==> src/hw/rtl/dbmc_pkg.sv <==
// Package for the debounced auto-repeat menu cursor.
// It holds the shared types, the register indexes and the reset values.
// It depends on nothing else.
package dbmc_pkg;

    localparam int AGE_WIDTH = 16;
    localparam int CFG_WIDTH = 16;
    localparam int CMP_WIDTH = (AGE_WIDTH > CFG_WIDTH) ? AGE_WIDTH : CFG_WIDTH;
    localparam int POS_WIDTH = 8;

    typedef logic [AGE_WIDTH-1:0] age_t;
    typedef logic [CFG_WIDTH-1:0] ticks_t;
    typedef logic [POS_WIDTH-1:0] pos_t;

    typedef enum logic [1:0] {
        CFG_DEBOUNCE     = 2'd0,
        CFG_REPEAT_DELAY = 2'd1,
        CFG_REPEAT_RATE  = 2'd2,
        CFG_ITEM_COUNT   = 2'd3
    } cfg_index_t;

    localparam ticks_t RST_DEBOUNCE     = ticks_t'(18);
    localparam ticks_t RST_REPEAT_DELAY = ticks_t'(280);
    localparam ticks_t RST_REPEAT_RATE  = ticks_t'(85);
    localparam pos_t   RST_ITEM_COUNT   = pos_t'(4);

    typedef struct packed {
        ticks_t debounce_ticks;
        ticks_t repeat_delay_ticks;
        ticks_t repeat_rate_ticks;
        pos_t   item_count;
    } cfg_t;

    typedef struct packed {
        logic up_level;
        logic down_level;
    } in_t;

    typedef struct packed {
        logic signed [1:0] step;
        logic              up_event;
        logic              down_event;
        pos_t              cursor;
        logic              moved;
    } out_t;

endpackage

==> src/hw/rtl/dbmc_button.sv <==
// Debounce and auto-repeat logic for one button, with its level and age registers.
// It uses dbmc_pkg for the age and configuration types.
module dbmc_button (
    input  logic          aclk,
    input  logic          aresetn,
    input  logic          tick_en,
    input  logic          level,
    input  dbmc_pkg::cfg_t cfg,
    output logic          step_event
);

    logic          raw_reg, raw_next;
    logic          stable_reg, stable_next;
    dbmc_pkg::age_t settle_reg, settle_next;
    dbmc_pkg::age_t hold_reg, hold_next;
    dbmc_pkg::age_t repeat_reg, repeat_next;

    dbmc_pkg::age_t settle_inc, hold_inc, repeat_inc;
    logic settled, held_long, rate_due;

    always_comb begin
        settle_inc = (settle_reg == '1) ? settle_reg : settle_reg + 1'b1;
        hold_inc   = (hold_reg == '1) ? hold_reg : hold_reg + 1'b1;
        repeat_inc = (repeat_reg == '1) ? repeat_reg : repeat_reg + 1'b1;

        raw_next    = level;
        stable_next = stable_reg;
        settle_next = (level != raw_reg) ? '0 : settle_inc;
        hold_next   = hold_inc;
        repeat_next = repeat_inc;
        step_event  = 1'b0;

        settled   = dbmc_pkg::CMP_WIDTH'(settle_next)
                    >= dbmc_pkg::CMP_WIDTH'(cfg.debounce_ticks);
        held_long = dbmc_pkg::CMP_WIDTH'(hold_inc)
                    >= dbmc_pkg::CMP_WIDTH'(cfg.repeat_delay_ticks);
        rate_due  = dbmc_pkg::CMP_WIDTH'(repeat_inc)
                    >= dbmc_pkg::CMP_WIDTH'(cfg.repeat_rate_ticks);

        if (settled) begin
            if (stable_reg != level) begin
                stable_next = level;
                if (!level) begin
                    hold_next   = '0;
                    repeat_next = '0;
                    step_event  = 1'b1;
                end
            end else if (!stable_reg && held_long && rate_due) begin
                repeat_next = '0;
                step_event  = 1'b1;
            end
        end
    end

    always_ff @(posedge aclk) begin
        if (!aresetn) begin
            raw_reg    <= 1'b1;
            stable_reg <= 1'b1;
            settle_reg <= '0;
            hold_reg   <= '0;
            repeat_reg <= '0;
        end else if (tick_en) begin
            raw_reg    <= raw_next;
            stable_reg <= stable_next;
            settle_reg <= settle_next;
            hold_reg   <= hold_next;
            repeat_reg <= repeat_next;
        end
    end

endmodule

==> src/hw/rtl/dbmc_cursor.sv <==
// Wrapping menu cursor register driven by the up and down step events.
// It uses dbmc_pkg for the position type.
module dbmc_cursor (
    input  logic          aclk,
    input  logic          aresetn,
    input  logic          tick_en,
    input  logic          up_event,
    input  logic          down_event,
    input  dbmc_pkg::pos_t item_count,
    output dbmc_pkg::pos_t cursor_next,
    output logic          moved
);

    dbmc_pkg::pos_t cursor_reg;
    logic [dbmc_pkg::POS_WIDTH:0] cand;

    always_comb begin
        moved = up_event ^ down_event;
        cand  = {1'b0, cursor_reg};
        if (down_event && !up_event) begin
            cand = {1'b0, cursor_reg} + 1'b1;
        end else if (up_event && !down_event) begin
            if (cursor_reg == '0) begin
                cand = {1'b0, item_count - 1'b1};
            end else begin
                cand = {1'b0, cursor_reg - 1'b1};
            end
        end
        if (!moved) begin
            cursor_next = cursor_reg;
        end else if (cand >= {1'b0, item_count}) begin
            cursor_next = '0;
        end else begin
            cursor_next = cand[dbmc_pkg::POS_WIDTH-1:0];
        end
    end

    always_ff @(posedge aclk) begin
        if (!aresetn) begin
            cursor_reg <= '0;
        end else if (tick_en) begin
            cursor_reg <= cursor_next;
        end
    end

endmodule

==> src/hw/rtl/debounced_autorepeat_menu_cursor_core.sv <==
// Top level of the debounced auto-repeat menu cursor: configuration registers,
// two button units, the cursor unit and the result register.
// It depends on dbmc_pkg, dbmc_button and dbmc_cursor.
//
//   Port group   Direction  Carries
//   s_*          in         one tick beat with the raw up and down levels
//   m_*          out        one result beat per tick: step, events, cursor, moved
//   cfg_*        in         register writes, taken at once
//
// Every tick beat is worked combinationally; its result is registered and shown
// in the following cycle, so one beat is taken per clock while m_ready keeps the result free.
// A waiting result does not block input when m_ready is high in the same cycle.
// Reset restores all levels, ages, the cursor and the register reset values.
module debounced_autorepeat_menu_cursor_core (
    input  logic               aclk,
    input  logic               aresetn,
    input  logic               s_valid,
    output logic               s_ready,
    input  dbmc_pkg::in_t      s_data,
    output logic               m_valid,
    input  logic               m_ready,
    output dbmc_pkg::out_t     m_data,
    input  logic               cfg_wr_en,
    input  dbmc_pkg::cfg_index_t cfg_index,
    input  dbmc_pkg::ticks_t   cfg_wr_data
);

    dbmc_pkg::cfg_t cfg_reg;
    logic           m_valid_reg;
    dbmc_pkg::out_t m_data_reg, m_data_next;
    logic           tick_en;
    logic           up_ev, down_ev, moved;
    dbmc_pkg::pos_t cursor_next;

    assign s_ready = !m_valid_reg || m_ready;
    assign tick_en = s_valid && s_ready;
    assign m_valid = m_valid_reg;
    assign m_data  = m_data_reg;

    always_ff @(posedge aclk) begin
        if (!aresetn) begin
            cfg_reg.debounce_ticks     <= dbmc_pkg::RST_DEBOUNCE;
            cfg_reg.repeat_delay_ticks <= dbmc_pkg::RST_REPEAT_DELAY;
            cfg_reg.repeat_rate_ticks  <= dbmc_pkg::RST_REPEAT_RATE;
            cfg_reg.item_count         <= dbmc_pkg::RST_ITEM_COUNT;
        end else if (cfg_wr_en) begin
            case (cfg_index)
                dbmc_pkg::CFG_DEBOUNCE:     cfg_reg.debounce_ticks     <= cfg_wr_data;
                dbmc_pkg::CFG_REPEAT_DELAY: cfg_reg.repeat_delay_ticks <= cfg_wr_data;
                dbmc_pkg::CFG_REPEAT_RATE:  cfg_reg.repeat_rate_ticks  <= cfg_wr_data;
                dbmc_pkg::CFG_ITEM_COUNT: begin
                    cfg_reg.item_count <= cfg_wr_data[dbmc_pkg::POS_WIDTH-1:0];
                end
                default: ;
            endcase
        end
    end

    dbmc_button u_up (
        .aclk       (aclk),
        .aresetn    (aresetn),
        .tick_en    (tick_en),
        .level      (s_data.up_level),
        .cfg        (cfg_reg),
        .step_event (up_ev)
    );

    dbmc_button u_down (
        .aclk       (aclk),
        .aresetn    (aresetn),
        .tick_en    (tick_en),
        .level      (s_data.down_level),
        .cfg        (cfg_reg),
        .step_event (down_ev)
    );

    dbmc_cursor u_cursor (
        .aclk        (aclk),
        .aresetn     (aresetn),
        .tick_en     (tick_en),
        .up_event    (up_ev),
        .down_event  (down_ev),
        .item_count  (cfg_reg.item_count),
        .cursor_next (cursor_next),
        .moved       (moved)
    );

    always_comb begin
        m_data_next.step       = 2'(down_ev) - 2'(up_ev);
        m_data_next.up_event   = up_ev;
        m_data_next.down_event = down_ev;
        m_data_next.cursor     = cursor_next;
        m_data_next.moved      = moved;
    end

    always_ff @(posedge aclk) begin
        if (!aresetn) begin
            m_valid_reg <= 1'b0;
        end else if (tick_en) begin
            m_valid_reg <= 1'b1;
        end else if (m_ready) begin
            m_valid_reg <= 1'b0;
        end
    end

    always_ff @(posedge aclk) begin
        if (tick_en) begin
            m_data_reg <= m_data_next;
        end
    end

endmodule

==> config.mk <==
export PLATFORM = sky130hd
export DESIGN_NAME = debounced_autorepeat_menu_cursor_core
export DESIGN_NICKNAME = d
export VERILOG_FILES = /design/src/hw/rtl/dbmc_pkg.sv /design/src/hw/rtl/dbmc_button.sv /design/src/hw/rtl/dbmc_cursor.sv /design/src/hw/rtl/debounced_autorepeat_menu_cursor_core.sv
export SDC_FILE = /design/constraint.sdc
export NUM_CORES = 1
export LEC_CHECK = 0
export BUFFER_PORTS_ARGS = -buffer_cell sky130_fd_sc_hd__buf_2
export CORE_MARGIN = 10
export CORE_UTILIZATION = 30
export CTS_BUF_LIST = sky130_fd_sc_hd__clkbuf_8
export DETAILED_ROUTE_END_ITERATION = 16
export PLACE_DENSITY_LB_ADDON = 0.3
export SYNTH_ARGS = -nofsm -noshare
export SYNTH_HDL_FRONTEND = slang
export SYNTH_HIERARCHICAL = 1
export SYNTH_SLANG_ARGS = --single-unit
==> constraint.sdc <==
create_clock -name aclk -period 6.1 [get_ports aclk]
set_input_delay 0.305 -clock aclk [delete_from_list [all_inputs] [get_ports aclk]]
set_output_delay 0.305 -clock aclk [all_outputs]
set_load 0.03 [all_outputs]
# After elaboration in Yosys (flattened, before gate mapping)
# Index checks and enable logic that the tools add are counted.
[classes] mux=37 reduce_logical=22 n_addsub=10 bitwise=1 order_cmp=7 n_eq_ne=13
[op_table] operator="16-bit 2-to-1 mux" n=22
[op_table] operator="16-bit by 1-bit adder with 16-bit output (second input constant)" n=6
[op_table] operator="16-bit == test (second input constant)" n=6
[op_table] operator="16-bit greater-or-equal comparator" n=6
[op_table] operator="8-bit 2-to-1 mux" n=3
[op_table] operator="9-bit 2-to-1 mux" n=2
[op_table] operator="8-bit by 1-bit subtractor with 8-bit output (second input constant)" n=2
[op_table] operator="1-bit 2-to-1 mux" n=10
[op_table] operator="8-bit by 1-bit adder with 9-bit output (second input constant)" n=1
[op_table] operator="9-bit by 8-bit greater-or-equal comparator with 1-bit output" n=1
[op_table] operator="8-bit logical NOT" n=1
[op_table] operator="2-bit AND reduction" n=4
[op_table] operator="1-bit logical AND" n=7
[op_table] operator="3-bit AND reduction" n=2
[op_table] operator="1-bit logical NOT" n=5
[op_table] operator="2-bit == test (second input constant)" n=2
[op_table] operator="1-bit inequality test" n=4
[op_table] operator="2-bit by 1-bit == test with 1-bit output (second input constant)" n=1
[op_table] operator="2-bit logical NOT" n=1
[op_table] operator="2-bit nonzero test" n=1
[op_table] operator="1-bit by 1-bit subtractor with 2-bit output" n=1
[op_table] operator="1-bit logical OR" n=1
[op_table] operator="1-bit XOR" n=1
[totals] reg_bits=178 word_cells=111

# Longest topological paths before layout
# Gate-level depths: netlist of run 1.
[depth] word_depth=15 ltp_mapped=34

# By module
# The synthesis of run 1 kept the hierarchy.
[by_module_without_submodules] module="dbmc_button (u_up)" cells_per_inst=589 area_each_um2=4430.5 instances=1
[by_module_without_submodules] module="dbmc_button (u_down)" cells_per_inst=563 area_each_um2=4350.4 instances=1
[by_module_without_submodules] module="debounced_autorepeat_menu_cursor_core" cells_per_inst=230 area_each_um2=2605.0 instances=1
[by_module_without_submodules] module="dbmc_cursor" cells_per_inst=188 area_each_um2=1358.8 instances=1

# Worst setup path before layout of run 1
# Ideal clock, no wire load.
[synth_path] path_kind="reg-to-reg" from="register u_down.settle_reg[0]" to="register m_data_reg (netlist bit m_data[4]) (data pin)" path_stages_with_launch=31 arrival_time_ps=5966 period_less_slack_ps=6118 path_slack_ps=-18 setup_time_ps=153 path_cell_list="dfxtp_1 > ha_1 > and3_1 > and4_1 > a21oi_1 > nand3_1 > xnor2_1 > nor2_1 > ha_1 > a21o_1 > a21o_1 > a221o_1 > a221o_1 > nor2_1 > or2_2 > buf_2 > inv_1 > inv_1 > ha_1 > or3b_2 > a31oi_1 > o211ai_1 > xor2_1 > nor2_1 > a21oi_1 > ha_1 > a211oi_1 > o21ai_0 > a311oi_2 > inv_1 > o21ai_0"
[synth_via] elab_chain_len=12
[synth_lines] element="start, declared" line_no="dbmc_button.sv:14" text="dbmc_pkg::age_t settle_reg, settle_next;"
[synth_lines] element="start signal, assigned" line_no="dbmc_button.sv:65" text="settle_reg <= settle_next;"
[synth_lines] element="16-bit by 1-bit adder with 16-bit output or 16-bit == test (tied branches)" line_no="dbmc_button.sv:22" text="settle_inc = (settle_reg == '1) ? settle_reg : settle_reg + 1'b1;"
[synth_lines] element="16-bit 2-to-1 mux (*)" line_no="dbmc_button.sv:22"
[synth_lines] element="16-bit 2-to-1 mux (*)" line_no="dbmc_button.sv:28" text="settle_next = (level != raw_reg) ? '0 : settle_inc;"
[synth_lines] element="via u_down.settle_next[9]" line_no="dbmc_button.sv:14"
[synth_lines] element="16-bit greater-or-equal comparator (*)" line_no="dbmc_button.sv:34" text=">= dbmc_pkg::CMP_WIDTH'(cfg.debounce_ticks);"
[synth_lines] element="1-bit 2-to-1 mux (*)" line_no="dbmc_button.sv:40" text="if (settled) begin"
[synth_lines] element="via down_ev" line_no="debounced_autorepeat_menu_cursor_core.sv:32" text="logic up_ev, down_ev, moved;"
[synth_lines] element="1-bit logical NOT" line_no="dbmc_cursor.sv:22" text="end else if (up_event && !down_event) begin"
[synth_lines] element="1-bit logical AND" line_no="dbmc_cursor.sv:22"
[synth_lines] element="9-bit 2-to-1 mux" line_no="dbmc_cursor.sv:22"
[synth_lines] element="9-bit 2-to-1 mux" line_no="dbmc_cursor.sv:20" text="if (down_event && !up_event) begin"
[synth_lines] element="9-bit by 8-bit greater-or-equal comparator with 1-bit output" line_no="dbmc_cursor.sv:31" text="end else if (cand >= {1'b0, item_count}) begin"
[synth_lines] element="8-bit 2-to-1 mux" line_no="dbmc_cursor.sv:31"
[synth_lines] element="8-bit 2-to-1 mux (*)" line_no="dbmc_cursor.sv:29" text="if (!moved) begin"
[synth_lines] element="via cursor_next[3]" line_no="debounced_autorepeat_menu_cursor_core.sv:33" text="dbmc_pkg::pos_t cursor_next;"
[synth_lines] element="end signal, assigned" line_no="debounced_autorepeat_menu_cursor_core.sv:108" text="m_data_reg <= m_data_next;"
[synth_lines] element="end, declared" line_no="debounced_autorepeat_menu_cursor_core.sv:30" text="dbmc_pkg::out_t m_data_reg, m_data_next;"
# The timed path passes the listed nets; every way through them passes the cells marked *.
# A chain may end at the register's enable or synchronous reset.

==> results of run 1 <==
-- worst min-delay path: stages --
cell and delay, ns:
sky130_fd_sc_hd__buf_2 0.13, sky130_fd_sc_hd__nand2_1 0.06, sky130_fd_sc_hd__mux2i_1 0.05
-- synthesized netlist by cell type, types with 34 or more instances --
master / instances
sky130_fd_sc_hd__xnor2_1: 42
sky130_fd_sc_hd__nand3_1: 67
sky130_fd_sc_hd__clkbuf_1: 37
sky130_fd_sc_hd__ha_1: 115
sky130_fd_sc_hd__a21oi_1: 85
sky130_fd_sc_hd__nand4_1: 34
sky130_fd_sc_hd__nor2_1: 117
sky130_fd_sc_hd__xor2_1: 51
sky130_fd_sc_hd__nand2_1: 187
sky130_fd_sc_hd__o21ai_0: 55
sky130_fd_sc_hd__mux2i_1: 66
sky130_fd_sc_hd__dfxtp_1: 165
sky130_fd_sc_hd__inv_1: 132
-- per-layer routing --
layer	vias up	GRT usage [%]
li1	5748	-
met2	240	22.73
met5	-	0
met4	4	3.592
met1	5464	18.23
met3	45	3.087
-- logic make-up after synthesis --
family | count (synthesis) | synth area share [%]
xor gates and xnor gates | 93 | 6.391
and+or+nand+nor | 585 | 23.44
adders and majority gates | 115 | 11.29
DFF | 178 | 28.98
buffers and inverters | 205 | 6.902
muxes | 77 | 6.155
AOI/OAI and AO/OA | 317 | 16.84
-- area by class of cell --
cell class	count	area share [%]
antenna	1	0.01716
clock buffer	17	1.604
inverter	132	3.397
sequential	178	25.37
timing repair buffer	139	6.546
multi-input combinational	1187	57.34
tap	539	4.624
clock inverter	15	1.098
-- what timing repair did --
action | in CTS | in global routing
pin swaps | 0 | 21
hold buffers | 1 | 0
buffers inserted | 0 | 13
cloned | 0 | 0
resized for setup | 1 | 56
endpoints found under the hold margin | 1 | 0
endpoints found under the setup margin | 2 | 16
-- through the flow --
step           util, %  instances  hold slack (ns)  TNS, ns
5_1_grt          34.77       2208          0.06349  -0.1870
3_5_place_dp     33.09       2161           0.4656        0
4_1_cts          34.06       2194          0.05900        0
6_report         34.77       2208          0.09029        0
3_3_place_gp     33.09       2161           0.4500        0
2_1_floorplan        -       1570           0.4332        0
-- power by group through the flow --
stage                     combinational [mW]  sequential [mW]  clock [mW]
after floorplan                        0.205             1.26           0
after global placement                 0.305             1.26           0
after detailed placement               0.311             1.26           0
after CTS                              0.313             1.23       0.872
after global routing                   0.357             1.23       0.915
final                                  0.320             1.23       0.839
-- worst min path at each step --
| stage | slack, ns | cells past startpoint | endpoint |
|---|---|---|---|
| after floorplan | 0.43 | 1 | u_cursor/cursor_reg[0] |
| after global placement | 0.45 | 2 | cfg_reg[7] |
| after detailed placement | 0.47 | 2 | cfg_reg[7] |
| after CTS | 0.06 | 3 | cfg_reg[4] |
| after global routing | 0.06 | 3 | cfg_reg[4] |
| final | 0.09 | 3 | cfg_reg[4] |
==> report_table.html, run 1 <==
<table>
<tr><th>Metric</th><th>Value</th></tr>
<tr><th colspan="2">Power</th></tr>
<tr><td>Pwr Density</td><td>163.8 nW/um^2</td></tr>
<tr><td>Leak Pwr</td><td>slightly above 6 nW</td></tr>
<tr><td>Sw Share</td><td>31.71%</td></tr>
<tr><td>Combinational group share of total power</td><td>13.4%</td></tr>
<tr><td>Sw Pwr</td><td>757.7 uW</td></tr>
<tr><td>Total power of the final layout</td><td>2.389 mW</td></tr>
<tr><td>Internal power of the cells</td><td>1.632 mW</td></tr>
<tr><td>Worst ir drop on vdd</td><td>0.1286 mV</td></tr>
<tr><td>Portion of total power attributed to sequential cells</td><td>51.5%</td></tr>
<tr><td>Clock Power Share</td><td>a little over a third</td></tr>
<tr><th colspan="2">Worst setup path</th></tr>
<tr><td>Worst flop-to-flop path startpoint</td><td>u_up/settle_reg[7]</td></tr>
<tr><td>Capturing element type of the critical path</td><td>register</td></tr>
<tr><td>Worst setup slack for register-to-register paths</td><td>between 0.2 and 0.25 ns</td></tr>
<tr><td>Largest delay share family, worst path</td><td>simple AND/OR/NAND/NOR gates</td></tr>
<tr><td>R2R cell count</td><td>27</td></tr>
<tr><td>Beginning of the critical path</td><td>u_up/settle_reg[7]</td></tr>
<tr><td>Standard cell with the maximum stage delay on the critical path</td><td>sky130_fd_sc_hd__or4_4</td></tr>
<tr><td>Top cell by count, worst path</td><td>sky130_fd_sc_hd__buf_4</td></tr>
<tr><td>Crit path buffers/inverters</td><td>4</td></tr>
<tr><td>Type of the worst setup path</td><td>reg2reg</td></tr>
<tr><td>Capture instance of the worst register-to-register path</td><td>u_cursor/cursor_reg[2]</td></tr>
<tr><td>Setup crit start kind</td><td>register</td></tr>
<tr><td>Destination of the critical timing path</td><td>u_cursor/cursor_reg[2]</td></tr>
<tr><td>Arrival time reported for the critical path endpoint</td><td>6.32 ns</td></tr>
<tr><td>Largest fanout on the critical path</td><td>10</td></tr>
<tr><td>CP required</td><td>around 6.6 ns</td></tr>
<tr><td>Depth of the critical timing path with buffers and inverters included</td><td>27</td></tr>
<tr><td>Critical Path Max Stage Delay</td><td>0.62 ns</td></tr>
<tr><th colspan="2">Die</th></tr>
<tr><td>Number of standard-cell rows in the floorplan</td><td>75</td></tr>
<tr><td>Effective utilization at floorplan</td><td>a little under a third</td></tr>
<tr><td>Die extent in x</td><td>226.1 um</td></tr>
<tr><td>Die span in y</td><td>226.1 um</td></tr>
<tr><td>Count of boundary I/O pins</td><td>40</td></tr>
<tr><td>Area of the core</td><td>41950 sq um</td></tr>
<tr><td>Die Outline Area</td><td>51130 sq um</td></tr>
<tr><th colspan="2">Drt</th></tr>
<tr><td>Via count</td><td>about 12000</td></tr>
<tr><td>1st-iter DRT viols</td><td>between 700 and 800</td></tr>
<tr><td>Highest Signal Layer</td><td>met5</td></tr>
<tr><td>Routed vias/inst</td><td>5.209</td></tr>
<tr><td>DR WL met3</td><td>1757 um</td></tr>
<tr><td>Antenna-violating nets left</td><td>0</td></tr>
<tr><td>WL per Instance</td><td>16.37 um</td></tr>
<tr><td>Total wire length after detailed routing</td><td>36150 um</td></tr>
<tr><td>Met2 wire length</td><td>approximately 17000 um</td></tr>
<tr><td>Total iterations of the first detailed-routing run</td><td>5</td></tr>
<tr><td>Routed met1 length</td><td>16950 um</td></tr>
<tr><td>Drc violations</td><td>0</td></tr>
<tr><th colspan="2">STA</th></tr>
<tr><td>Min setup slack post-route</td><td>roughly 0.23 ns</td></tr>
<tr><td>Slew Viols, Final</td><td>0</td></tr>
<tr><td>Tmin final</td><td>5.870 ns</td></tr>
<tr><td>Achievable Freq</td><td>0.1703 GHz</td></tr>
<tr><td>Max_slew headroom</td><td>31.71%</td></tr>
<tr><td>Least-Margin Pin Slew</td><td>slightly above 1 ns</td></tr>
<tr><td>Number of endpoints with negative hold slack in the final report</td><td>0</td></tr>
<tr><td>Clock tree skew after final layout</td><td>0.02168 ns</td></tr>
<tr><td>Final setup violation count</td><td>0</td></tr>
<tr><td>Share of the cycle needed by the critical path after routing</td><td>96.23%</td></tr>
<tr><th colspan="2">Clocking</th></tr>
<tr><td>Maximum count of clock buffers along a single path</td><td>2</td></tr>
<tr><td>Number of H-tree levels</td><td>4</td></tr>
<tr><td>Post-CTS clock slew at the launch and capture registers of the worst setup and hold paths</td><td>~0.11 ns</td></tr>
<tr><td>Clock sink count</td><td>between 150 and 200</td></tr>
<tr><td>CTS buffer count</td><td>17</td></tr>
<tr><td>Clock network latency to the later pin of the worst-skew pair</td><td>0.51 ns</td></tr>
<tr><td>CTS tree</td><td>built</td></tr>
<tr><td>Buffer type at the clock tree root</td><td>sky130_fd_sc_hd__clkbuf_8</td></tr>
<tr><th colspan="2">Placed design</th></tr>
<tr><td>Post-place setup slack</td><td>0.03708 ns</td></tr>
<tr><td>Detail Placement HPWL</td><td>27720 um</td></tr>
<tr><td>Dpl cell area</td><td>between 10000 and 15000 sq um</td></tr>
<tr><td>Count of port buffers added during placement</td><td>39</td></tr>
<tr><td>Final RePlAce weighted congestion</td><td>0.8632</td></tr>
<tr><th colspan="2">Yosys</th></tr>
<tr><td>Sequential area share after synthesis</td><td>between 20% and 30%</td></tr>
<tr><td>Ys flop type</td><td>sky130_fd_sc_hd__dfxtp_1</td></tr>
<tr><td>Gate count after technology mapping</td><td>1570</td></tr>
<tr><td>Ys Warns</td><td>6</td></tr>
<tr><td>Top cells by area, synth</td><td>sky130_fd_sc_hd__dfxtp_1 26%, sky130_fd_sc_hd__ha_1 11%, sky130_fd_sc_hd__nand2_1 5.5%</td></tr>
<tr><td>Post-synthesis instance area</td><td>12740 sq um</td></tr>
<tr><td>Avg Synthesized Cell Area</td><td>around 8.1 sq um</td></tr>
<tr><td>FF+latch count, synth</td><td>178</td></tr>
<tr><td>Number of distinct standard cells referenced by the synthesized netlist</td><td>96</td></tr>
<tr><td>Cell type with the highest aggregate area in the netlist</td><td>sky130_fd_sc_hd__dfxtp_1</td></tr>
<tr><td>Area fraction of the dominant cell type after synthesis</td><td>25.92%</td></tr>
<tr><td>Number of enable-type register cells in the synthesized netlist</td><td>13</td></tr>
<tr><td>Post-synth ARST share</td><td>0%</td></tr>
<tr><td>Post-synthesis net count</td><td>approximately 1700</td></tr>
<tr><th colspan="2">Final layout</th></tr>
<tr><td>FF/Latch Area</td><td>3700 sq um</td></tr>
<tr><td>Proportion of layout cells with a drive suffix above 1</td><td>16.01%</td></tr>
<tr><td>Most frequent cells in the layout</td><td>187 x sky130_fd_sc_hd__nand2_1, 160 x sky130_fd_sc_hd__dfxtp_1, 132 x sky130_fd_sc_hd__inv_1</td></tr>
<tr><td>Area of the multi-input gates</td><td>8363 sq um</td></tr>
<tr><td>Number of inserted filler cells in the final layout</td><td>4349</td></tr>
<tr><td>Most frequent standard cell in the layout excluding fill and tap cells</td><td>sky130_fd_sc_hd__nand2_1</td></tr>
<tr><td>Post-route standard cell area excluding fillers</td><td>about 15000 sq um</td></tr>
<tr><td>Max FFs per register</td><td>between 50 and 60</td></tr>
<tr><td>Post-layout net count</td><td>between 1500 and 2000</td></tr>
<tr><td>Growth of design area from synthesis to finish</td><td>14.43%</td></tr>
<tr><th colspan="2">Global routing</th></tr>
<tr><td>Combined global-route utilization of all metal layers</td><td>13.95%</td></tr>
<tr><td>Aggregate global routing overflow</td><td>0</td></tr>
<tr><td>Initial antenna violation count</td><td>3</td></tr>
<tr><td>First-pass GRT wire length</td><td>57190 um</td></tr>
<tr><td>Maximum number of pins on one net before global-route repair</td><td>70</td></tr>
<tr><td>Vias in the first global route</td><td>10898</td></tr>
<tr><th colspan="2">Run status</th></tr>
<tr><td>Run status</td><td>complete, no violations</td></tr>
<tr><th colspan="2">Worst hold path</th></tr>
<tr><td>Worst hold-check path type</td><td>in2reg</td></tr>
<tr><td>Hold path startpoint</td><td>cfg_wr_data[4]</td></tr>
<tr><th colspan="2">Flow run</th></tr>
<tr><td>MaxCap Viol Count</td><td>0</td></tr>
</table>
Power figures use the tool's default switching activity.
==> run 2: changes to the inputs <==
- PLACE_DENSITY: default -> 0.57
- PLACE_DENSITY_LB_ADDON: 0.3 -> default
==> run 2 against run 1 <==
Effect of this change:
- global-route usage decreased by 0.10 points
- clock power increased by 2%
- sequential share of layout area increased by 0.14 points
- count of clock-buffer cells in the layout unchanged
- register-to-register slack improved by 0.03 ns
- critical path type unchanged
==> report_table.html, run 2 (synthesis results as in run 1) <==
<table>
<tr><th>Metric</th><th>Value</th></tr>
<tr><th colspan="2">Clocking</th></tr>
<tr><td>CTS tree</td><td>built</td></tr>
<tr><td>Post-CTS clock slew at the launch and capture registers of the worst setup and hold paths</td><td>~0.12 ns</td></tr>
<tr><td>Maximum count of clock buffers along a single path</td><td>2</td></tr>
<tr><td>CTS buffer count</td><td>17</td></tr>
<tr><td>Number of H-tree levels</td><td>4</td></tr>
<tr><td>Clock network latency to the later pin of the worst-skew pair</td><td>roughly 0.52 ns</td></tr>
<tr><td>Buffer type at the clock tree root</td><td>sky130_fd_sc_hd__clkbuf_8</td></tr>
<tr><td>Clock sink count</td><td>about 180</td></tr>
<tr><th colspan="2">STA</th></tr>
<tr><td>Clock tree skew after final layout</td><td>0.02306 ns</td></tr>
<tr><td>Worst slack on hold paths</td><td>0.07794 ns</td></tr>
<tr><td>Min setup slack post-route</td><td>around 0.26 ns</td></tr>
<tr><td>Slew Viols, Final</td><td>0</td></tr>
<tr><td>Unrepaired setup endpoints after global routing</td><td>yes</td></tr>
<tr><td>Tmin final</td><td>~5.8 ns</td></tr>
<tr><td>Least-Margin Pin Slew</td><td>1.209 ns</td></tr>
<tr><td>Max_slew headroom</td><td>about a fifth</td></tr>
<tr><td>Achievable Freq</td><td>0.1713 GHz</td></tr>
<tr><td>Final setup violation count</td><td>0</td></tr>
<tr><td>Share of the cycle needed by the critical path after routing</td><td>between 90 and 100%</td></tr>
<tr><td>Number of endpoints with negative hold slack in the final report</td><td>0</td></tr>
<tr><th colspan="2">Final layout</th></tr>
<tr><td>FF/Latch Area</td><td>between 3000 and 4000 sq um</td></tr>
<tr><td>Growth of design area from synthesis to finish</td><td>13.74%</td></tr>
<tr><td>Most frequent standard cell in the layout excluding fill and tap cells</td><td>sky130_fd_sc_hd__nand2_1</td></tr>
<tr><td>Post-layout net count</td><td>~1800</td></tr>
<tr><td>Area of the multi-input gates</td><td>8342 sq um</td></tr>
<tr><td>Proportion of layout cells with a drive suffix above 1</td><td>15.38%</td></tr>
<tr><td>Max FFs per register</td><td>56</td></tr>
<tr><td>Number of inserted filler cells in the final layout</td><td>4363</td></tr>
<tr><td>Most frequent cells in the layout</td><td>187 x sky130_fd_sc_hd__nand2_1, 161 x sky130_fd_sc_hd__dfxtp_1, 130 x sky130_fd_sc_hd__inv_1</td></tr>
<tr><th colspan="2">Worst setup path</th></tr>
<tr><td>Standard cell with the maximum stage delay on the critical path</td><td>sky130_fd_sc_hd__a2111oi_1</td></tr>
<tr><td>Worst setup slack for register-to-register paths</td><td>0.26 ns</td></tr>
<tr><td>Capture instance of the worst register-to-register path</td><td>u_cursor/cursor_reg[1]</td></tr>
<tr><td>CP required</td><td>about 6.5 ns</td></tr>
<tr><td>R2R cell count</td><td>28</td></tr>
<tr><td>Type of the worst setup path</td><td>reg2reg</td></tr>
<tr><td>Arrival time reported for the critical path endpoint</td><td>6.27 ns</td></tr>
<tr><td>Capturing element type of the critical path</td><td>register</td></tr>
<tr><td>Largest fanout on the critical path</td><td>6</td></tr>
<tr><td>Worst flop-to-flop path startpoint</td><td>u_down/hold_reg[7]</td></tr>
<tr><td>Setup crit start kind</td><td>register</td></tr>
<tr><td>Critical Path Max Stage Delay</td><td>0.47 ns</td></tr>
<tr><th colspan="2">Drt</th></tr>
<tr><td>Antenna-violating nets left</td><td>0</td></tr>
<tr><td>Via count</td><td>~11000</td></tr>
<tr><td>Total iterations of the first detailed-routing run</td><td>5</td></tr>
<tr><td>WL per Instance</td><td>16.43 um</td></tr>
<tr><td>Drc violations</td><td>0</td></tr>
<tr><td>1st-iter DRT viols</td><td>749</td></tr>
<tr><td>Routed vias/inst</td><td>around 5.2</td></tr>
<tr><td>Total wire length after detailed routing</td><td>36170 um</td></tr>
<tr><th colspan="2">Die</th></tr>
<tr><td>Effective utilization at floorplan</td><td>30.38%</td></tr>
<tr><td>Count of boundary I/O pins</td><td>40</td></tr>
<tr><td>Number of standard-cell rows in the floorplan</td><td>75</td></tr>
<tr><td>Die Outline Area</td><td>51130 sq um</td></tr>
<tr><td>Die span in y</td><td>226.1 um</td></tr>
<tr><td>Die extent in x</td><td>approximately 230 um</td></tr>
<tr><td>Area of the core</td><td>41950 sq um</td></tr>
<tr><th colspan="2">Global routing</th></tr>
<tr><td>Initial antenna violation count</td><td>4</td></tr>
<tr><td>Vias in the first global route</td><td>10800</td></tr>
<tr><td>Combined global-route utilization of all metal layers</td><td>13.85%</td></tr>
<tr><td>Maximum number of pins on one net before global-route repair</td><td>88</td></tr>
<tr><td>First-pass GRT wire length</td><td>57010 um</td></tr>
<tr><td>Aggregate global routing overflow</td><td>0</td></tr>
<tr><th colspan="2">Power</th></tr>
<tr><td>Worst ir drop on vdd</td><td>between 0.1 and 0.15 mV</td></tr>
<tr><td>Leak Pwr</td><td>6.081 nW</td></tr>
<tr><td>Pwr Density</td><td>165.3 nW/um^2</td></tr>
<tr><td>Total power of the final layout</td><td>about 2.4 mW</td></tr>
<tr><th colspan="2">Worst hold path</th></tr>
<tr><td>Worst Hold End</td><td>cfg_reg[4]</td></tr>
<tr><td>Worst hold-check path type</td><td>in2reg</td></tr>
<tr><td>Hold path startpoint</td><td>cfg_wr_data[4]</td></tr>
<tr><td>Worst hold stages</td><td>3</td></tr>
<tr><th colspan="2">Placed design</th></tr>
<tr><td>Detail Placement HPWL</td><td>27190 um</td></tr>
<tr><td>Count of port buffers added during placement</td><td>39</td></tr>
<tr><td>Final RePlAce weighted congestion</td><td>0.9034</td></tr>
<tr><td>Post-place setup slack</td><td>-0.06220 ns</td></tr>
<tr><th colspan="2">Run status</th></tr>
<tr><td>Run status</td><td>complete, no violations</td></tr>
<tr><th colspan="2">Flow run</th></tr>
<tr><td>MaxCap Viol Count</td><td>0</td></tr>
</table>
## run 2: repair_timing
item,in CTS,in global routing
setup buffers,0,3
setup endpoints to repair,10,16
hold buffers,1,0
hold endpoints to repair,1,0
pin swaps,0,17
resized for setup,4,46
cloned,0,1
## run 2: metrics by stage
step	instances	instance area, sq um	utilization (%)	setup TNS (ns)
floorplan	1570	12740	-	0
global placement	2160	13870	33.07	0
detailed placement	2160	13870	33.07	-0.2137
CTS	2193	14300	34.08	0
global route	2198	14490	34.54	-2.558
finish	2201	14500	34.56	0
## run 2: how the worst max path moves through the flow
stage | start | endpoint | slack (ns) | cells past startpoint
2_1_floorplan | u_down/settle_reg[0] | m_data[4] | 0.01 | 31
3_3_place_gp | u_down/repeat_reg[5] | m_data[7] | 0.12 | 27
3_5_place_dp | u_down/settle_reg[0] | m_data[7] | -0.06 | 30
4_1_cts | u_down/settle_reg[0] | m_data[4] | 0.02 | 30
5_1_grt | u_down/hold_reg[8] | u_cursor/cursor_reg[3] | -0.21 | 29
6_report | u_down/hold_reg[7] | u_cursor/cursor_reg[1] | 0.26 | 28
## run 2: power breakdown
group          total [mW]  internal, mW  switching, mW
logic               0.307         0.111          0.195
registers            1.23          1.20         0.0293
clock network       0.856         0.311          0.545
total                2.40          1.63          0.769
## run 2: layout make-up
| class | instances | area share [%] |
|---|---|---|
| clock inverters | 15 | 1.165 |
| clock buffers | 17 | 1.614 |
| well taps | 539 | 4.652 |
| diodes | 4 | 0.06905 |
| inverters | 132 | 3.418 |
| repair buffers | 129 | 6.025 |
| multi-input cells | 1187 | 57.54 |
| flip-flops and latches | 178 | 25.51 |
## run 2: worst max-delay path, delay by kind of cell (launching register included)
family,cells,cell delay [ns]
AO/OA/AOI/OAI,9,1.88
AND/OR/NAND/NOR,10,1.82
adder cells (fa/ha/maj),3,0.74
buffers and inverters,4,0.46
flip-flops,1,0.35
multiplexers,1,0.31
XOR/XNOR,1,0.20
## run 2: layer usage
| layer | up-vias | track usage [%] | part of all wire (%) |
|---|---|---|---|
| li1 | 5734 | - | - |
| met1 | 5460 | 18.28 | 48 |
| met2 | 260 | 22.31 | 45 |
| met3 | 32 | 3.165 | 5.3 |
| met4 | 0 | 3.484 | 1.5 |
| met5 | - | 0 | 0 |
==> run 3: changes to the inputs <==
- CORE_ASPECT_RATIO: default -> 1.2
==> run 3 against run 2 <==
Effect of this change:
- hold slack got worse by 0.038 ns
- register-to-register slack got worse by 0.06 ns
- count of clock-buffer cells in the layout rose by 1
- largest power group unchanged
==> report_table.html, run 3 (synthesis results as in run 1) <==
<table>
<tr><th>Metric</th><th>Value</th></tr>
<tr><th colspan="2">STA</th></tr>
<tr><td>Final setup violation count</td><td>0</td></tr>
<tr><td>Achievable Freq</td><td>0.1694 GHz</td></tr>
<tr><td>Worst slack on hold paths</td><td>0.03991 ns</td></tr>
<tr><td>Number of endpoints with negative hold slack in the final report</td><td>0</td></tr>
<tr><td>Least-Margin Pin Slew</td><td>around 1.1 ns</td></tr>
<tr><td>Slew Viols, Final</td><td>0</td></tr>
<tr><td>Tmin final</td><td>about 5.9 ns</td></tr>
<tr><td>Clock tree skew after final layout</td><td>between 0.02 and 0.025 ns</td></tr>
<tr><td>Share of the cycle needed by the critical path after routing</td><td>96.75%</td></tr>
<tr><td>Max_slew headroom</td><td>23.66%</td></tr>
<tr><th colspan="2">Die</th></tr>
<tr><td>Die extent in x</td><td>roughly 210 um</td></tr>
<tr><td>Die span in y</td><td>245.8 um</td></tr>
<tr><td>Number of standard-cell rows in the floorplan</td><td>82</td></tr>
<tr><td>Area of the core</td><td>41860 sq um</td></tr>
<tr><td>Count of boundary I/O pins</td><td>40</td></tr>
<tr><td>Effective utilization at floorplan</td><td>30.45%</td></tr>
<tr><td>Die Outline Area</td><td>51160 sq um</td></tr>
<tr><th colspan="2">Drt</th></tr>
<tr><td>1st-iter DRT viols</td><td>728</td></tr>
<tr><td>Drc violations</td><td>0</td></tr>
<tr><td>Antenna-violating nets left</td><td>0</td></tr>
<tr><td>Total wire length after detailed routing</td><td>between 30000 and 40000 um</td></tr>
<tr><td>Routed vias/inst</td><td>5.208</td></tr>
<tr><td>Via count</td><td>11462</td></tr>
<tr><td>WL per Instance</td><td>16.31 um</td></tr>
<tr><td>Total iterations of the first detailed-routing run</td><td>5</td></tr>
<tr><th colspan="2">Clocking</th></tr>
<tr><td>Clock network latency to the later pin of the worst-skew pair</td><td>around 0.53 ns</td></tr>
<tr><td>Clock sink count</td><td>178</td></tr>
<tr><td>CTS buffer count</td><td>17</td></tr>
<tr><td>Maximum count of clock buffers along a single path</td><td>2</td></tr>
<tr><td>Post-CTS clock slew at the launch and capture registers of the worst setup and hold paths</td><td>0.10 ns</td></tr>
<tr><td>Number of H-tree levels</td><td>4</td></tr>
<tr><td>Buffer type at the clock tree root</td><td>sky130_fd_sc_hd__clkbuf_8</td></tr>
<tr><td>CTS tree</td><td>built</td></tr>
<tr><th colspan="2">Global routing</th></tr>
<tr><td>Initial antenna violation count</td><td>1</td></tr>
<tr><td>Combined global-route utilization of all metal layers</td><td>13.52%</td></tr>
<tr><td>Vias in the first global route</td><td>10786</td></tr>
<tr><td>Aggregate global routing overflow</td><td>0</td></tr>
<tr><td>Maximum number of pins on one net before global-route repair</td><td>83</td></tr>
<tr><td>First-pass GRT wire length</td><td>56660 um</td></tr>
<tr><th colspan="2">Placed design</th></tr>
<tr><td>Final RePlAce weighted congestion</td><td>0.8836</td></tr>
<tr><td>Detail Placement HPWL</td><td>27390 um</td></tr>
<tr><td>Count of port buffers added during placement</td><td>39</td></tr>
<tr><td>Dpl cell area</td><td>13840 sq um</td></tr>
<tr><th colspan="2">Worst setup path</th></tr>
<tr><td>Setup crit start kind</td><td>register</td></tr>
<tr><td>Largest delay share family, worst path</td><td>compound AO/OA/AOI/OAI gates</td></tr>
<tr><td>Standard cell with the maximum stage delay on the critical path</td><td>sky130_fd_sc_hd__or3b_4</td></tr>
<tr><td>Capturing element type of the critical path</td><td>register</td></tr>
<tr><td>CP required</td><td>approximately 6.5 ns</td></tr>
<tr><td>Arrival time reported for the critical path endpoint</td><td>6.27 ns</td></tr>
<tr><td>Critical Path Max Stage Delay</td><td>between 0.3 and 0.4 ns</td></tr>
<tr><td>Crit path buffers/inverters</td><td>3</td></tr>
<tr><td>Type of the worst setup path</td><td>reg2reg</td></tr>
<tr><td>Largest fanout on the critical path</td><td>5</td></tr>
<tr><th colspan="2">Final layout</th></tr>
<tr><td>Post-route standard cell area excluding fillers</td><td>14510 sq um</td></tr>
<tr><td>Proportion of layout cells with a drive suffix above 1</td><td>between 10% and 20%</td></tr>
<tr><td>Most frequent standard cell in the layout excluding fill and tap cells</td><td>sky130_fd_sc_hd__nand2_1</td></tr>
<tr><td>Max FFs per register</td><td>56</td></tr>
<tr><td>Most frequent cells in the layout</td><td>186 x sky130_fd_sc_hd__nand2_1, 162 x sky130_fd_sc_hd__dfxtp_1, 131 x sky130_fd_sc_hd__inv_1</td></tr>
<tr><td>Post-layout net count</td><td>1782</td></tr>
<tr><td>Growth of design area from synthesis to finish</td><td>13.83%</td></tr>
<tr><td>Core Util, Final</td><td>34.66%</td></tr>
<tr><th colspan="2">Worst hold path</th></tr>
<tr><td>Worst hold-check path type</td><td>in2reg</td></tr>
<tr><th colspan="2">Run status</th></tr>
<tr><td>Run status</td><td>complete, no violations</td></tr>
<tr><th colspan="2">Power</th></tr>
<tr><td>Pwr Density</td><td>170.6 nW/um^2</td></tr>
<tr><td>Worst ir drop on vdd</td><td>0.1565 mV</td></tr>
<tr><td>Leak Pwr</td><td>6.092 nW</td></tr>
<tr><th colspan="2">Flow run</th></tr>
<tr><td>MaxCap Viol Count</td><td>0</td></tr>
</table>
==> run 3: changes by cell type in the layout (fill, tap and decap cells not counted), sizes merged <==
cell,previous run,this run
dlygate4sd3,1,0
bufinv,0,4
clkbuf,17,18
inv,140,135
diode,4,1
clkinvlp,1,3
clkinv,6,3
buf,128,126
==> run 3: final cells by class <==
type	count	area (sq um)
fill	4417	27350
multi-input combinational	1187	8343
sequential	178	3697
timing repair buffer	126	848.3
tap	546	683.2
inverter	132	500.5
clock buffer	18	247.7
clock inverter	13	185.2
antenna	1	2.502
==> run 3: worst min-delay path, cell delays in order <==
cell	delay, ns
sky130_fd_sc_hd__buf_2	0.11
sky130_fd_sc_hd__nand2_1	0.05
sky130_fd_sc_hd__mux2i_1	0.05
==> run 3: final timing paths <==
| path | to | cells past startpoint | slack (ns) | startpoint |
|---|---|---|---|---|
| hold reg to reg | cfg_reg[7] | 2 | 0.48 | cfg_reg[7] |
| setup / recovery | m_data[7] | 30 | 0.20 | u_down/settle_reg[0] |
| setup reg to reg | m_data[7] | 30 | 0.20 | u_down/settle_reg[0] |
| hold / removal | cfg_reg[4] | 3 | 0.04 | cfg_wr_data[4] |
==> run 3: repair_timing <==
| action | CTS | global route |
|---|---|---|
| buffers inserted | 0 | 6 |
| hold buffers | 0 | 0 |
| setup endpoints to repair | 0 | 16 |
| gates resized for setup | 0 | 52 |
==> run 3: where the power goes <==
part           internal (mW)  switching, mW  leakage, nW
registers               1.20         0.0274         1.47
logic                  0.114          0.200         4.41
clock network          0.455          0.475        0.214
total                   1.77          0.703         6.09
==> run 3: stage by stage <==
step | power (mW) | setup slack [ns] | std cells | TNS (ns)
after CTS | 2.494 | 0.02419 | 2193 | 0
after floorplan | 1.464 | 0.01155 | 1570 | 0
after detailed placement | 1.566 | 0.05820 | 2162 | 0
after global routing | 2.573 | -0.05093 | 2201 | -0.3593
final | 2.476 | 0.1982 | 2201 | 0
after global placement | 1.558 | 0.1574 | 2162 | 0
==> run 3: per-layer routing <==
| layer | routed length, um | up-vias | global-route usage, % |
|---|---|---|---|
| li1 | - | 5720 | - |
| met1 | 16080 | 5466 | 16.39 |
| met2 | 17780 | 231 | 23.88 |
| met3 | 1226 | 45 | 1.855 |
| met4 | 805 | 0 | 4.843 |
| met5 | 0 | - | 0 |
